--- src/hw/rtl/asd_pkg.sv ---
`default_nettype none

package asd_pkg;

   // register and field widths
   localparam int DIM_W     = 13;
   localparam int COL_W     = 12;
   localparam int VAL_W     = 8;
   localparam int SAMPLE_W  = 8;
   localparam int PIX_W     = 10;
   localparam int WEIGHT_W  = 2;
   localparam int SUM_W     = 26;
   localparam int CNT_W     = 18;
   localparam int RATIO_W   = 24;
   localparam int FRAC_W    = 16;
   localparam int ACC_W     = 38;
   localparam int E_W       = ACC_W - FRAC_W;

   localparam logic [RATIO_W-1:0] ONE_Q16  = 24'h010000;
   localparam logic [RATIO_W-1:0] HALF_Q16 = 24'h008000;

   // results caused by one item at most
   localparam int RESULT_BUDGET = 4;
   localparam int N_W           = 3;

   // configuration register indexes
   localparam int CSR_IDX_W = 3;
   localparam logic [CSR_IDX_W-1:0] CSR_COLOR_MODE = 3'd0;
   localparam logic [CSR_IDX_W-1:0] CSR_SRC_WIDTH  = 3'd1;
   localparam logic [CSR_IDX_W-1:0] CSR_SRC_HEIGHT = 3'd2;
   localparam logic [CSR_IDX_W-1:0] CSR_DST_WIDTH  = 3'd3;
   localparam logic [CSR_IDX_W-1:0] CSR_DST_HEIGHT = 3'd4;
   localparam logic [CSR_IDX_W-1:0] CSR_STEP_RATIO = 3'd5;

   // divider: two quotient bits per cycle
   localparam int DIV_BITS_PER_CYCLE = 2;
   localparam int DIV_STEPS          = SUM_W / DIV_BITS_PER_CYCLE;
   localparam int DIV_CNT_W          = 4;

   typedef struct packed {
      logic             done;
      logic [VAL_W-1:0] quotient;
   } div_status_type;

endpackage

`default_nettype wire

--- src/hw/rtl/asd_divider.sv ---
`default_nettype none

module asd_divider (
   input  logic                       clock,
   input  logic                       reset,
   input  logic                       start,
   input  logic [asd_pkg::SUM_W-1:0]  num,
   input  logic [asd_pkg::CNT_W-1:0]  den,
   output asd_pkg::div_status_type    status
);
   import asd_pkg::*;

   logic [CNT_W-1:0]     rem_ff, rem_in;
   logic [SUM_W-1:0]     quo_ff, quo_in;
   logic [CNT_W-1:0]     den_ff;
   logic [DIV_CNT_W-1:0] step_ff;
   logic                 busy_ff;
   logic                 done_ff;

   // restoring division, numerator bits shift out of the quotient register
   always_comb begin
      logic [CNT_W:0] trial;
      logic           qbit;
      rem_in = rem_ff;
      quo_in = quo_ff;
      for (int i = 0; i < DIV_BITS_PER_CYCLE; i++) begin
         trial = {rem_in, quo_in[SUM_W-1]};
         if (trial >= {1'b0, den_ff}) begin
            rem_in = CNT_W'(trial - {1'b0, den_ff});
            qbit   = 1'b1;
         end else begin
            rem_in = trial[CNT_W-1:0];
            qbit   = 1'b0;
         end
         quo_in = {quo_in[SUM_W-2:0], qbit};
      end
   end

   always_ff @(posedge clock) begin
      if (reset) begin
         busy_ff <= 1'b0;
         done_ff <= 1'b0;
         step_ff <= '0;
      end else begin
         done_ff <= 1'b0;
         if (start) begin
            busy_ff <= 1'b1;
            step_ff <= DIV_CNT_W'(DIV_STEPS - 1);
         end else if (busy_ff) begin
            step_ff <= step_ff - 1'b1;
            if (step_ff == '0) begin
               busy_ff <= 1'b0;
               done_ff <= 1'b1;
            end
         end
      end
   end

   always_ff @(posedge clock) begin
      if (start) begin
         rem_ff <= '0;
         quo_ff <= num;
         den_ff <= den;
      end else if (busy_ff) begin
         rem_ff <= rem_in;
         quo_ff <= quo_in;
      end
   end

   assign status.done     = done_ff;
   assign status.quotient = quo_ff[VAL_W-1:0];

endmodule

`default_nettype wire

--- config.mk ---
export PLATFORM = sky130hd
export DESIGN_NAME = asd_divider
export DESIGN_NICKNAME = d
export VERILOG_FILES = /design/src/hw/rtl/asd_pkg.sv /design/src/hw/rtl/asd_divider.sv
export SDC_FILE = /design/constraint.sdc
export NUM_CORES = 1
export LEC_CHECK = 0
export BUFFER_PORTS_ARGS = -buffer_cell sky130_fd_sc_hd__buf_2
export CORE_UTILIZATION = 45
export DETAILED_ROUTE_END_ITERATION = 8
export SYNTH_ARGS = -nofsm -noshare
export SYNTH_HDL_FRONTEND = slang
export SYNTH_SLANG_ARGS = --single-unit
--- constraint.sdc ---
create_clock -name clock -period 5.1 [get_ports clock]
set_input_delay 0.51 -clock clock [delete_from_list [all_inputs] [get_ports clock]]
set_output_delay 0.51 -clock clock [all_outputs]
set_load 0.02 [all_outputs]
### Word level (Yosys, flattened, before mapping)

Cells that the tools add are included.

| storage, ports and cells | value |
|---|---|
| flip-flop bits (word level) | 68 |
| bits in latches | 0 |
| memory bits (writable) | 0 |
| bits in read-only memories | 0 |
| bits of input ports | 47 |
| output and inout port bits | 9 |
| logic and storage cells | 29 |
| memories kept | 0 |

| operators by class | value |
|---|---|
| add/subtract/negate cells | 3 |
| multiply operators | 0 |
| divide/modulo/power cells | 0 |
| $lt $le $gt $ge | 2 |
| equal/unequal tests | 0 |
| shift operators | 0 |
| mux-type cells | 12 |
| bitwise logic cells | 1 |
| reduce and logical (&&, ||, !) cells | 4 |

Operators by type and width:

| cell | number |
|---|---|
| $mux 26 | 2 |
| $ge 19x18->1 | 2 |
| $mux 18 | 2 |
| $sub 18x18->18 | 2 |
| $mux 4 | 2 |
| $mux 1 | 6 |
| $logic_not 4->1 | 1 |
| $sub 4x1->4 const B | 1 |
| $reduce_or 3->1 | 1 |
| $reduce_bool 2->1 | 1 |
| $reduce_or 2->1 | 1 |
| $not 1->1 | 1 |

### Longest topological paths before layout

Gate-level depths: netlist of the first run.

| logic depth | value |
|---|---|
| depth after elaboration | 6 |
| gate-level depth with buffers | 21 |
| depth with buffers taken out | 20 |

### Worst setup path before layout of the first run

OpenSTA, ideal clock, no wires.

| path | value |
|---|---|
| path kind | register -> register |
| start | reg den_ff[9] |
| end | reg rem_ff[14] |
| setup time | 0.116 ns |
| data arrival time | 4.418 ns |
| setup slack | 0.566 ns |
| cell stages (with the launch flop) | 21 |
| period minus slack after synthesis | 4.534 ns |
| cell sequence | edfxtp_1 inv_1 ha_1 buf_2 nand2_2 nor4_2 o31ai_2 and4_4 o21ai_1 buf_2 mux2_2 ha_1 a211oi_1 nor2_1 o311a_1 o32ai_1 o211a_1 buf_6 buf_2 o32ai_1 a31o_2 |

| between the ends | value |
|---|---|
| cells in the longest elaborated chain, start to end | 4 |
| elaborated cells on any way between the ends | 6 |
| those cells by class | add/sub (2); order compare (2); mux (2) |

RTL lines:

| what | line | RTL |
|---|---|---|
| start: declaration | asd_divider.sv:15 | `logic [CNT_W-1:0] den_ff;` |
| start signal: assignment | asd_divider.sv:63 | `den_ff <= den;` |
| $sub 18x18->18 / $ge 19x18->1 (equally long branches) | asd_divider.sv:29, asd_divider.sv:28 |  |
| $mux 18 | asd_divider.sv:28 | `if (trial >= {1'b0, den_ff}) begin` |
| $sub 18x18->18 / $ge 19x18->1 (equally long branches) | asd_divider.sv:29, asd_divider.sv:28 |  |
| $mux 18 * | asd_divider.sv:28 |  |
| end signal: assignment | asd_divider.sv:65 | `rem_ff <= rem_in;` |
| end: declaration | asd_divider.sv:13 | `logic [CNT_W-1:0] rem_ff, rem_in;` |

Every way passes the cells marked *; elsewhere a longest branch is shown, timed or not.
A chain may end at the register's enable or synchronous reset.

### Worst setup path in the final report of the first run

| path | value |
|---|---|
| start | reg den_ff[10] |
| end | reg rem_ff[0] |

| between the ends | value |
|---|---|
| cells in the longest elaborated chain, start to end | 4 |
| elaborated cells on any way between the ends | 5 |
| those cells by class | add/sub (1); order compare (2); mux (2) |

RTL lines:

| what | line |
|---|---|
| $sub 18x18->18 / $ge 19x18->1 (equally long branches) | asd_divider.sv:29, asd_divider.sv:28 |
| $mux 18 | asd_divider.sv:28 |
| $ge 19x18->1 * | asd_divider.sv:28 |
| $mux 18 * | asd_divider.sv:28 |

Marked as above.

==> results.md, run 1 <==
- Layout cells sized above 1: 0.257
- Tmin final: 4.88 ns
- Via count: 3973
- Die X: 107 um
- Port bufs: 55
- Main combinational cell family by area after synthesis: compound AO/OA/AOI/OAI gates
- Placed Instance Area: 0.00530 mm2
- Via/cell ratio: 5.65
- Status: complete, no violations
- PD cells: 463 mW/mm2
- Hold Vio Cnt, Final: 0
- Critical Path End Type: flop
- Placed insts: 682
- Synth top area share: 0.268
- Proportion of synthesized area in mux cells: 0.101
- DP Worst Slack: 0.0438 ns
- CP arrival: 5.16 ns
- Hpwl dp: 8480 um
- Final setup vio count: 0
- Root Driver: clkbuf_8
- Core ar.: 0.0105 mm2
- Worst hold stages: 1
- Crit start category: flop
- Adder-Cell Fraction of Synth Area: 0.105
- Grt ovf: 0
- Final non-filler cell total: 703
- Synth cell types: 65
- Post-route ant nets: 0
- Final instance area: 0.00562 mm2
- Fmax: 205 MHz
- Warnings from Yosys: 0
- Largest net degree at the start of global routing: 41
- Clock transition at path regs: 0.09 ns
- Min-Delay Path Class: primary input to flop
- First-pass GRT wire length: 19000 um
- Gr usage total: 0.217
- Worst r2r dst: rem_ff[0]
- Final worst clock skew: 0.0167 ns
- DRC viols: 0
- CTS buffer count: 9
- Crit path kind: flop to flop
- CP max FO: 6
- Sequential area share after synthesis: 0.366
- RD Place Congestion: 0.856
- CP Capture Point: rem_ff[0]
- Most common cell in the netlist: nor2_1
- Syn Inst Count: 509
- Initial antenna violation count: 0
- Largest buffer count on any clock path: 2
- Async SR Flop Fraction: 0
- Clock sink count: 68
- Commonest cells post-synth: nor2_1 (50), edfxtp_1 (44), inv_1 (41), ha_1 (38), mux2_2 (36)
- Post-Synthesis Cell Area: 0.00493 mm2
- Synth Area in Simple Gates: 0.133
- Pleak: 2.35 nW
- Initial Utilization: 0.471
- Slew @ Worst Pin: 0.854 ns
- Top FF cell, synth: edfxtp_1
- Final setup margin: 0.216 ns
- IO Count: 56
- H-tree levels: 3
- R2r startpoint: den_ff[10]
- Synthesis-to-finish area growth: 14.0%
- Crit path from: den_ff[10]
- CP required: 5.37 ns
- ANT cells: 0
- FP Rows: 37
- CTS tree: yes
- Max_slew headroom: 0.431
- First-pass detailed-route iteration total: 4
- Final Cycle Share: 0.958
- XOR/XNOR share of the synthesized area: 0.0391
- Area leader, netlist: edfxtp_1
- Top post-synthesis cells by area: edfxtp_1 (27%), dfxtp_1 (9.8%), ha_1 (9.6%)
- Final wirelength: 11500 um
- Wire length per cell: 16.4 um
- Reg2reg path depth: 17
- Die area: 0.0114 mm2
- DRT iter0 DRCs: 218
- Nets: 649
- Syn nets: 596
- Max-slew violations: 0
- Clk_lat worst skew: 0.37 ns
- Vias in the first global route: 3823
- Mapped Avg Cell Area: 9.68 um2
- Compound-Gate Fraction of Synth Area: 0.195
- Post-synth EDFFs: 44
- Die height: 107 um
- Worst R2R Setup Slack: 0.22 ns
- Max-cap violations: 0
- Worst vdd ir: 0.000251 V
- Yosys reg bits: 68
kinds of logic after synthesis:
family / Yosys count
AO/OA/AOI/OAI: 135
XOR/XNOR: 22
buffers and inverters: 69
adder cells (fa/ha/maj): 40
multiplexers: 45
AND/OR/NAND/NOR: 130
flip-flops: 68
cells in the final DEF, fill, tap and decap left out, types with 9 or more instances in the layout:
| cell | n |
|---|---|
| a21oi_1 | 20 |
| o21ai_0 | 18 |
| ha_1 | 37 |
| xnor2_1 | 17 |
| clkbuf_8 | 9 |
| inv_1 | 41 |
| a211oi_1 | 16 |
| o21a_1 | 11 |
| mux2i_1 | 9 |
| nand2_1 | 17 |
| buf_4 | 12 |
| dfxtp_1 | 24 |
| mux2_2 | 36 |
| buf_2 | 55 |
| nor3_1 | 11 |
| edfxtp_1 | 44 |
| nor2_1 | 50 |
per-layer routing:
metal	routed length, um	up-vias	track usage
met3	368	11	0.0347
li1	-	1998	-
met1	5670	1886	0.291
met2	5320	78	0.342
met5	0	-	0
met4	189	0	0.0988
worst min path at each step:
stage	start	endpoint	slack, ns
finish	den[13]	den_ff[13]	0.31
global route	den[15]	den_ff[15]	0.30
CTS	den[10]	den_ff[10]	0.29
detailed placement	rem_ff[15]	rem_ff[15]	0.50
global placement	step_ff[1]	step_ff[1]	0.49
floorplan	step_ff[1]	step_ff[1]	0.47
report_power, final:
part | total (W) | internal [W] | leakage [nW] | switching (W)
registers | 0.000707 | 0.000664 | 0.636 | 0.0000431
clock network | 0.000478 | 0.000233 | 0.105 | 0.000245
logic | 0.00142 | 0.000636 | 1.61 | 0.000779
total | 0.00260 | 0.00153 | 2.35 | 0.00107
per-stage QoR:
stage | hold WS, ns | total power [W] | TNS, ns | utilization
after floorplan | 0.469 | 0.00175 | 0 | -
after global placement | 0.493 | 0.00202 | 0 | 0.506
after detailed placement | 0.498 | 0.00204 | 0 | 0.506
after CTS | 0.285 | 0.00253 | 0 | 0.526
after global routing | 0.299 | 0.00279 | -0.0179 | 0.537
final | 0.308 | 0.00260 | 0 | 0.537
critical path, stage by stage, from the launching register on:
cell and delay (ns):
edfxtp_1 0.34, inv_1 0.07, ha_1 0.43, nand2_2 0.15, nor4_4 0.33, o31ai_4 0.13, buf_4 0.15, a21boi_0 0.38
o21ai_0 0.20, a211o_1 0.32, o211a_1 0.15, ha_1 0.33, and4_1 0.25, a2111o_1 0.38, o32ai_2 0.27, o211a_2 0.34
mux2_2 0.35, a211oi_1 0.23
registers in the layout, indices dropped and copies added, names as in the netlist:
signal,cells
quo_ff,26
den_ff,18
rem_ff,18
step_ff,4
busy_ff,1
done_ff,1
cell type report:
cell class              instances  area [um2]
clock buffers                   9         124
repair buffers                 69         388
inverters                      41         154
fillers                      1001        4840
flip-flops and latches         68        1800
clock inverters                 7        82.6
well taps                     136         170
multi-input cells             373        2900
what timing repair did:
action                                  in CTS  in global routing
gates resized for setup                      0                 16
endpoints found under the setup margin       0                 19
hold buffers                                 0                  0
setup buffers                                0                  4
Note: power is estimated with default switching activity, not from simulation.
==> inputs of run 2 (changes only) <==
Settings changed: CORE_UTILIZATION 45 to 60, PLACE_DENSITY set to 0.82, SETUP_SLACK_MARGIN set to 0.05.
==> results.md, run 2 (same netlist as run 1, synthesis figures left out) <==
- Clk_lat worst skew: 0.35 ns (-0.02 ns)
- Clock transition at path regs: 0.08 ns (about the same)
- Largest buffer count on any clock path: 2 (unchanged)
- Post-route ant nets: 0 (unchanged)
- First-pass detailed-route iteration total: 5 (+1)
- Final Total Pwr: 0.00248 W (-4.8%)
- Final worst clock skew: 0.0129 ns (-0.00380 ns)
- Max_slew headroom: 0.606 (+0.175)
- Port bufs: 55 (unchanged)
- Tmin final: 4.86 ns (-0.0227 ns)
- CTS buffer count: 9 (unchanged)
- H-tree levels: 3 (unchanged)
- Biggest regs: quo_ff (26), den_ff (18), rem_ff (18)
- Initial Utilization: 0.628 (+0.157)
- Pleak: 2.31 nW (-1.9%)
- Min-Delay Path Class: primary input to flop
- Crit start category: flop
- # hold bufs at CTS: 0 (unchanged)
- Commonest cells after routing, fill and taps aside: buf_2 (55), nor2_1 (50), edfxtp_1 (44)
- # resized after CTS: 0 (unchanged)
- Slew @ Worst Pin: 0.591 ns (-0.263 ns)
- Multi-input gate area: 0.00286 mm2 (-1.2%)
- Hold Vio Cnt, Final: 0 (unchanged)
- CP arrival: 5.14 ns (-0.02 ns)
- CP max FO: 8 (+2)
- Die X: 92.6 um (-13%)
- Clock sink count: 68 (unchanged)
- Nets: 645 (-0.62%)
- RD Place Congestion: 0.929 (+8.6%)
- Final setup margin: 0.239 ns (+0.0227 ns)
- Setup TNS: 0 ns (unchanged)
- Most common cell after layout, fill and taps aside: buf_2
- R2r startpoint: quo_ff[25]
- Wire length per cell: 16.5 um (+0.39%)
- Die height: 92.6 um (-13%)
- Setup bufs post-CTS: 0 (unchanged)
- Worst vdd ir: 0.000220 V (-12%)
- Final setup vio count: 0 (unchanged)
- Die area: 0.00858 mm2 (-25%)
- ANT cells: 0 (unchanged)
- Post-layout util: 0.699 (+0.162)
- Crit path kind: flop to flop
- CTS tree: yes
- Hpwl dp: 8270 um (-2.5%)
- Core ar.: 0.00785 mm2 (-25%)
- Largest register FFs: 26 (unchanged)
- CP required: 5.38 ns (about the same)
- FP Rows: 32 (-14%)
- Status: complete, no violations
- Final Cycle Share: 0.953 (-0.00445)
- DP Worst Slack: 0.132 ns (+0.0879 ns)
- Root Driver: clkbuf_8
- RSZ-0062 raised after global routing: no
- Placed insts: 649 (-4.8%)
- Fmax: 206 MHz (+0.47%)
- Grt ovf: 0 (unchanged)
- First-pass GRT wire length: 17800 um (-6.0%)
- DRT iter0 DRCs: 285 (+31%)
- Largest net degree at the start of global routing: 45 (+9.8%)
- Initial antenna violation count: 0 (unchanged)
- DRC viols: 0 (unchanged)
- Final wirelength: 11000 um (-5.0%)
- Max-slew violations: 0 (unchanged)
- Vias in the first global route: 3895 (+1.9%)
- Final non-filler cell total: 665 (-5.4%)
- Via count: 4055 (+2.1%)
- Synthesis-to-finish area growth: 11.4%
- PD cells: 451 mW/mm2 (-2.5%)
- Fillers: 602 (-40%)
- Crit path from: quo_ff[25]
- Gr usage total: 0.266 (+0.0497)
- Layout cells sized above 1: 0.247 (-0.0106)
- Top reg by flops: quo_ff
- Critical Path End Type: flop
- IO Count: 56 (unchanged)
- Register area: 0.00180 mm2 (unchanged)
- Via/cell ratio: 6.10 (+7.9%)
- Max-cap violations: 0 (unchanged)
- Worst hold start: den[15]
## run 2: power breakdown
group | total (W) | switching, W | internal, W | leakage [nW]
sequential | 0.000706 | 0.0000415 | 0.000664 | 0.636
clock | 0.000403 | 0.000225 | 0.000178 | 0.0856
combinational | 0.00137 | 0.000762 | 0.000607 | 1.59
## run 2: worst paths after layout
kind / slack [ns] / endpoint / cells after the start
min reg2reg: 0.51 / rem_ff[11] / 2
min: 0.33 / den_ff[15] / 1
max reg2reg: 0.24 / rem_ff[1] / 20
max: 0.24 / rem_ff[1] / 20
## run 2: per-layer routing
layer,wire (um),track usage
met5,0,0
met3,619,0.0484
met2,5210,0.436
met4,223,0.109
met1,4910,0.348
## run 2: per-stage QoR
step                      hold WS (ns)  cell area (um2)
after floorplan                  0.469             4930
after global placement           0.486             5260
after detailed placement         0.496             5260
after CTS                        0.321             5440
final                            0.331             5490
after global routing             0.321             5490
## run 2: critical path: stages (launching register included)
cell,delay [ns]
edfxtp_1,0.38
inv_1,0.08
ha_1,0.17
inv_1,0.06
fa_1,0.40
a21o_1,0.23
a21oi_1,0.27
o211a_1,0.26
o21a_1,0.25
or4_1,0.13
a31oi_1,0.12
or2_2,0.30
ha_1,0.32
nand4_1,0.10
nor3_1,0.05
a2111o_1,0.41
o32ai_1,0.26
o211a_1,0.29
buf_4,0.23
mux2_2,0.35
o22ai_1,0.12
## run 2: area by class of cell
class | count | share of cell area
Timing Repair Buffer | 66 | 0.0666
Clock buffer | 9 | 0.0226
Inverter | 41 | 0.0280
Sequential cell | 68 | 0.328
Multi-Input combinational cell | 372 | 0.522
Clock inverter | 7 | 0.00935
Tap cell | 102 | 0.0233
==> inputs of run 3 (changes only) <==
Settings changed: CAP_MARGIN set to 20, CELL_PAD_IN_SITES_DETAIL_PLACEMENT set to 0, CELL_PAD_IN_SITES_GLOBAL_PLACEMENT set to 1, CORE_UTILIZATION 60 to 46, PLACE_DENSITY 0.82 to unset, PLACE_DENSITY_LB_ADDON set to 0.1.
==> results.md, run 3 (same netlist as run 1, synthesis figures left out) <==
- DRC viols: 0 (unchanged)
- Biggest regs: quo_ff (26), den_ff (18), rem_ff (18)
- Critical Path End Type: flop
- Worst hold stages: 1 (unchanged)
- Port bufs: 55 (unchanged)
- Clock transition at path regs: 0.08 ns (about the same)
- ANT cells: 0 (unchanged)
- CP required: 5.38 ns (about the same)
- CP arrival: 5.06 ns (-0.08 ns)
- Worst r2r dst: rem_ff[1]
- CTS buffer count: 9 (unchanged)
- Max-slew violations: 0 (unchanged)
- Hold Vio Cnt, Final: 0 (unchanged)
- Wire length per cell: 16.4 um (-0.80%)
- H-tree levels: 3 (unchanged)
- Crit start category: flop
- Fillers: 963 (+60%)
- Die X: 105 um (+14%)
- Slew @ Worst Pin: 0.756 ns (+0.165 ns)
- Commonest cells after routing, fill and taps aside: buf_2 (55), nor2_1 (50), edfxtp_1 (44)
- Largest register FFs: 26 (unchanged)
- Min-Delay Path Class: primary input to flop
- Most common cell after layout, fill and taps aside: buf_2
- Grt ovf: 0 (unchanged)
- Tmin final: 4.78 ns (-0.0795 ns)
- Worst vdd ir: 0.000221 V (+0.53%)
- CP max FO: 8 (unchanged)
- Initial antenna violation count: 0 (unchanged)
- Largest net degree at the start of global routing: 46 (+2.2%)
- Hold Path Sink: den_ff[7]
- Final instance area: 0.00567 mm2 (+3.2%)
- Worst hold start: den[7]
- Fmax: 209 MHz (+1.7%)
- Initial Utilization: 0.475 (-0.153)
- Crit path kind: flop to flop
- Clk_lat worst skew: 0.35 ns (about the same)
- Top reg by flops: quo_ff
- Hpwl dp: 8510 um (+2.9%)
- Crit path from: quo_ff[25]
- FP Rows: 37 (+16%)
- IO Count: 56 (unchanged)
- Layout cells sized above 1: 0.269 (+0.0225)
- Final setup margin: 0.318 ns (+0.0795 ns)
- RD Place Congestion: 0.873 (-6.1%)
- Clock sink count: 68 (unchanged)
- RSZ-0062 raised after global routing: no
- Worst R2R Setup Slack: 0.32 ns (+0.08 ns)
- Synthesis-to-finish area growth: 15.0%
- Setup TNS: 0 ns (unchanged)
- Die height: 105 um (+14%)
- Status: complete, no violations
- PD cells: 459 mW/mm2 (+1.7%)
- Core ar.: 0.0104 mm2 (+32%)
- Largest buffer count on any clock path: 2 (unchanged)
- Nets: 650 (+0.78%)
- Die area: 0.0111 mm2 (+30%)
- Via count: 3945 (-2.7%)
- DRT iter0 DRCs: 158 (-45%)
- Final setup vio count: 0 (unchanged)
- Final worst clock skew: 0.00722 ns (-0.00570 ns)
- Root Driver: clkbuf_8
- DP Worst Slack: 0.127 ns (-0.00459 ns)
- Gr usage total: 0.217 (-0.0491)
- Via/cell ratio: 5.60 (-8.1%)
- First-pass GRT wire length: 19100 um (+7.0%)
- First-pass detailed-route iteration total: 4 (-1)
- Pleak: 2.35 nW (+1.6%)
- Post-route ant nets: 0 (unchanged)
- Max-cap violations: 0 (unchanged)
- Vias in the first global route: 3847 (-1.2%)
- R2r startpoint: quo_ff[25]
- CTS tree: yes
- Reg2reg path depth: 21 (+5.0%)
- Final wirelength: 11500 um (+5.0%)
- Max_slew headroom: 0.496 (-0.110)
- Placed Instance Area: 0.00531 mm2 (+0.90%)
- Final Cycle Share: 0.938 (-0.0156)
run 3: cell count changes in the layout (fill, tap and decap cells not counted), sizes merged:
cell	change
buf	+4
clkinv	-2
bufinv	+1
clkbuf	+1
o211a	+1
run 3: repair_timing:
action                                  4_1_cts  5_1_grt
resized for setup                             0       23
hold buffers                                  0        0
endpoints found under the setup margin        0       18
setup buffers                                 0        5
run 3: critical path: stages, from the launching register on:
cell      delay (ns)
edfxtp_1        0.36
inv_1           0.08
ha_1            0.17
inv_1           0.05
fa_1            0.40
a21o_1          0.21
a21oi_1         0.22
o211a_1         0.24
o21a_1          0.26
or4_1           0.14
a31oi_1         0.10
or2_2           0.30
ha_1            0.31
nand4_1         0.12
nor3_1          0.06
a2111o_1        0.42
o32ai_2         0.27
o211a_2         0.29
buf_12          0.12
buf_12          0.12
mux2_2          0.33
o22ai_1         0.12
run 3: per-stage QoR:
stage | hold WS [ns] | util | cells | total power (W)
global placement | 0.486 | 0.512 | 682 | 0.00205
global route | 0.294 | 0.546 | 704 | 0.00279
CTS | 0.305 | 0.530 | 698 | 0.00251
floorplan | 0.469 | - | 509 | 0.00175
finish | 0.328 | 0.546 | 704 | 0.00260
detailed placement | 0.490 | 0.512 | 682 | 0.00204
run 3: worst max path at each step:
| stage | to | slack (ns) | depth (start not counted) |
|---|---|---|---|
| after global placement | rem_ff[7] | 0.21 | 18 |
| final | rem_ff[1] | 0.32 | 21 |
| after CTS | rem_ff[16] | 0.09 | 18 |
| after detailed placement | rem_ff[8] | 0.13 | 18 |
| after global routing | rem_ff[0] | 0.06 | 20 |
| after floorplan | rem_ff[14] | 0.57 | 20 |
run 3: per-layer routing:
layer / wire (um) / vias up / GRT usage
li1: - / 2001 / -
met1: 5670 / 1830 / 0.300
met2: 5130 / 102 / 0.332
met3: 520 / 12 / 0.0557
met4: 191 / 0 / 0.0685
met5: 0 / - / 0
run 3: where the power goes:
group | leakage, nW | internal [W] | total (W) | switching [W]
logic | 1.62 | 0.000664 | 0.00144 | 0.000780
registers | 0.636 | 0.000664 | 0.000705 | 0.0000406
clock network | 0.0927 | 0.000226 | 0.000453 | 0.000227
run 3: area by class of cell:
cell class	count	area [um2]	share of cell area
Multi-Input combinational cell	373	2940	0.518
Clock buffer	10	128	0.0225
Timing Repair Buffer	70	413	0.0729
Sequential cell	68	1800	0.318
Clock inverter	6	63.8	0.0113
Inverter	41	154	0.0272
Tap cell	136	170	0.0300
